File: src/rtl/core/mdfs_ram.sv
// Generic simple dual-port RAM with one write port and a registered read port.
module mdfs_ram #(
   parameter int WIDTH = 8,
   parameter int DEPTH = 16
) (
   input  logic                     clock,
   input  logic                     we,
   input  logic [$clog2(DEPTH)-1:0] waddr,
   input  logic [WIDTH-1:0]         wdata,
   input  logic                     re,
   input  logic [$clog2(DEPTH)-1:0] raddr,
   output logic [WIDTH-1:0]         rdata
);

   logic [WIDTH-1:0] mem_ff [DEPTH];
   logic [WIDTH-1:0] rdata_ff;

   always_ff @(posedge clock) begin
      if (we) begin
         mem_ff[waddr] <= wdata;
      end
      // hold the last read word while no read is issued
      if (re) begin
         rdata_ff <= mem_ff[raddr];
      end
   end

   assign rdata = rdata_ff;

endmodule

File: config.mk
export PLATFORM = sky130hd
export DESIGN_NAME = mdfs_ram
export DESIGN_NICKNAME = d
export VERILOG_FILES = /design/src/rtl/core/mdfs_ram.sv
export SDC_FILE = /design/constraint.sdc
export NUM_CORES = 1
export LEC_CHECK = 0
export ABC_AREA = 1
export BUFFER_PORTS_ARGS = -buffer_cell sky130_fd_sc_hd__buf_4
export CAP_MARGIN = 30
export CORE_MARGIN = 2
export CORE_UTILIZATION = 65
export CTS_BUF_LIST = sky130_fd_sc_hd__clkbuf_8 sky130_fd_sc_hd__clkbuf_16
export CTS_CLUSTER_DIAMETER = 200
export DETAILED_ROUTE_END_ITERATION = 12
export PLACE_DENSITY_LB_ADDON = 0.12
export SLEW_MARGIN = 25
export SYNTH_ARGS = -nofsm -noshare
export SYNTH_HDL_FRONTEND = slang
export SYNTH_SLANG_ARGS = --single-unit
export TNS_END_PERCENT = 20
File: constraint.sdc
create_clock -name clock -period 1.9 [get_ports clock]
set_input_delay 0.38 -clock clock [delete_from_list [all_inputs] [get_ports clock]]
set_output_delay 0.38 -clock clock [all_outputs]
set_load 0.02 [all_outputs]
Word level (Yosys, flattened, before mapping)
Memory sizes are Yosys's and may differ from the RTL's. A register that Yosys moved wholly into a read port is not among the register bits.
Cells that the tools add are included.
- register bits after elaboration: 0
- memory bits (writable): 128
- bits of input ports: 19
- output and inout port bits: 8
- logic and storage cells: 3
- memories kept: 1
- mux-type cells: 2
- memories (name ; depth ; bits a word ; read ports ; clocked after Yosys merged registers in ; write ports ; line ; text):
    mem_ff ; 16 ; 8 ; 1 ; 1 ; 1 ; 15 ; logic [WIDTH-1:0] mem_ff [DEPTH];
- operators by type and width (kind ; count):
    $mux W1 ; 2

Depth between registers and ports, before layout
- depth after elaboration: 2
- gate-level depth with buffers: 8
- gate-level depth less buffers: 7

Least setup slack after synthesis
No wires, ideal clock.
- kind: input to register
- start: input waddr[2]
- end: memory mem_ff[10][0] (enable)
- setup time: 370 ps
- arrival time: 961 ps
- data required time: 1530 ps
- path slack: 569 ps
- cell stages on the path: 2
- buffers on the path: 0
- cell sequence: nand3b_1 -> nor2_1
- RTL lines (element ; line ; text):
    start, declared ; 8 ; input logic [$clog2(DEPTH)-1:0] waddr,
    end, declared ; 15 ;
Straight into the memory's write port.

Worst setup path in the final report
- start: register rdata_ff[3], in the netlist rdata[3], read port of mem_ff
- end: output rdata[3]
- RTL lines (element ; line ; text):
    start, declared ; 16 ; logic [WIDTH-1:0] rdata_ff;
    end, declared ; 12 ; output logic [WIDTH-1:0] rdata
No word-level cell between the ends.

==> impl_metrics.csv <==
group,metric,value,unit
drt,routed.top_layer,"met4",
clocking,htree_levels,4,
clocking,clock_latency,0.53,ns
yosys,syn_area,5847,µm²
timing,setup_viol,0,
critical_path,cp-start-kind,"flop",
global_route,track_usage,29.36,%
critical_path,cp_slowest_cell,"edfxtp_1",
critical_path,path_class,"flop to output port",
drt,wl_met1,5400,µm
pwr,seqPwrFrac,47.4,%
timing,rsz0062_at_grt,"false",
drt,vias,3925,
critical_path,cp_num_cells,1,
critical_path,cpPeakStageDelay,0.42,ns
layout,num_antenna_cells,0,
critical_path,rr_worst_depth,6,
layout,nFillCells,535,
clocking,cts_tree,"yes",
critical_path,worstPathMaxFanout,1,
floorplanning,dieArea,9769,µm²
pwr,switchingPower,1.548,mW
drt,drt-total-wl,13410,µm
drt,drc,0,
critical_path,reg2reg_from,"mem_ff[5][2]$_DFFE_PP_",
layout,drive_gt1_share,12.73,%
timing,finalMaxSlewViolations,0,
timing,tightest_slew,0.5565,ns
pwr,peakVddDrop,664.4,µV
pwr,power_density,1054,nW/µm²
floorplanning,die_w,98.84,µm
worst_hold_path,hold_end,"rdata[1]$_DFFE_PP_",
run,cap_violations,0,
timing,relSlewSlack,62.86,%
place,port_buffers,26,
place,dp_hpwl,7756,µm
drt,drtIter0Drc,375,
layout,final_cell_mix,"nand2_1, edfxtp_1, inv_1, nand3_1, buf_4",
floorplanning,core,8721,µm²
drt,wl_met3,997,µm
clocking,cts-root-buf,"clkbuf_8",
floorplanning,fp.dieH,98.84,µm
clocking,clock-sinks,136,
timing,fmax,0.6624,GHz
clocking,clk_path_buf_depth,2,
place,dp_cells,682,
clocking,cts-buffers-inserted,17,
pwr,p_int,5.633,mW
critical_path,worstSetupEndpointType,"output port",
critical_path,crit_arrival,1.13,ns
drt,wl_per_cell,18.81,µm
yosys,yosys_register_bits,136,
clocking,cts_resized,0,
yosys,synth_cells,551,
pwr,power_frac_clock,46.3,%
timing,finalCritPeriodShare,79.46,%
timing,tns,0,ns
timing,hold_violations,0,
worst_hold_path,hold_class,"primary input to flop",
timing,fin_skew,0.007187,ns
pwr,pwr-share-comb,6.3,%
layout,final_common_cell,"nand2_1",
layout,nets,612,
drt,ant_nets,0,
layout,syn_to_final_growth,16.54,%
clocking,postCtsSetupBuffers,0,
global_route,grt_max_degree,65,
critical_path,cp.required,1.52,ns
pwr,power.share.switching,21.56,%
critical_path,rrSetupSlack,0.68,ns
global_route,grt_pass1_vias,3814,
critical_path,r2r-end,"rdata[2]$_DFFE_PP_",
run_status,status,"finished clean",
floorplanning,ios,27,
critical_path,crit_buf_inv,1,
timing,period_needed,1.510,ns
global_route,overflow,0,
global_route,antenna_found_initial,0,
worst_hold_path,holdCritStartpoint,"re",
drt,vias_per_cell,5.505,
yosys,syn_avg_cell_area,10.61,µm²
clocking,hold_buffers,0,
layout,layoutNonFillerInstCount,713,
drt,firstDrtPassIters,5,
floorplanning,initial_core_util,67.04,%
yosys,yosysSeqAreaShare,69.85,%
yosys,syn_nets,570,
place,routabilityCongestion,0.8135,
yosys,ys_types,11,
floorplanning,row_count,34,
critical_path,cpLargestDelayFamily,"flip-flops",
drt,routed-wl-met2,6619,µm
worst_hold_path,min_path_cells,1,
yosys,yosysWarnings,0,
critical_path,path_cells,"buf_4",
global_route,grt_pass1_wl,20810,µm
clocking,path_clk_slew,0.06,ns
pwr,p_leak,2.964,nW
[cell usage after synthesis (all sizes together)]
library cell	instances	area [µm²]
buf	24	166.4
nand2	173	649.4
edfxtp	136	4084
nor2	17	63.81
nand3	97	485.5
inv	102	382.9
nand3b	2	15.01
[metal layers]
| metal | vias up | global-route usage [%] |
|---|---|---|
| met3 | 33 | 6.099 |
| li1 | 1857 | - |
| met2 | 182 | 46.99 |
| met4 | 0 | 12.33 |
| met5 | - | 0 |
| met1 | 1853 | 39.78 |
[power groups by stage]
stage / registers [mW] / clock network, mW / logic, mW
after floorplan: 3.48 / 0 / 0.237
after global placement: 3.46 / 0 / 0.434
after detailed placement: 3.46 / 0 / 0.442
after CTS: 3.40 / 3.33 / 0.451
after global routing: 3.41 / 3.45 / 0.498
final: 3.40 / 3.33 / 0.452
[worst max path at each step]
stage                                  start                       to  slack [ns]
final                     rdata[3]$_DFFE_PP_                 rdata[3]        0.39
after global routing      rdata[3]$_DFFE_PP_                 rdata[3]        0.38
after CTS                 rdata[3]$_DFFE_PP_                 rdata[3]        0.40
after detailed placement            raddr[0]       rdata[3]$_DFFE_PP_        0.25
after global placement              raddr[2]       rdata[2]$_DFFE_PP_        0.24
after floorplan                     waddr[2]  mem_ff[10][0]$_DFFE_PP_        0.57
[cells by family (layout without fill, tap and decap cells)]
group	Yosys count	in the layout	synth area share [%]
buffers and inverters	126	180	9.394
AND/OR/NAND/NOR	289	289	20.76
flip-flops	136	136	69.85
[per-stage QoR]
step	worst slack [ns]	hold WS (ns)	power (mW)	util, %	cell area (µm²)
detailed placement	0.2485	0.6892	3.905	71.31	6218
global placement	0.2394	0.6878	3.894	71.31	6218
global route	0.3806	0.1532	7.357	78.13	6814
finish	0.3903	0.1567	7.181	78.13	6814
floorplan	0.5692	0.4789	3.713	-	5847
CTS	0.4013	0.1469	7.186	78.13	6814
[area by class of cell]
cell class / instances / area (µm²) / area share, %
flip-flops and latches: 136 / 4084 / 59.93
clock inverters: 14 / 181.4 / 2.663
clock buffers: 17 / 414.1 / 6.078
inverters: 102 / 382.9 / 5.619
well taps: 108 / 135.1 / 1.983
multi-input cells: 289 / 1214 / 17.81
repair buffers: 47 / 402.9 / 5.913
[flip-flops by register name, indices dropped and copies added, names as in the netlist]
signal / flops
rdata: 8
mem_ff: 128
No activity file was read; power rests on OpenSTA's default activity.
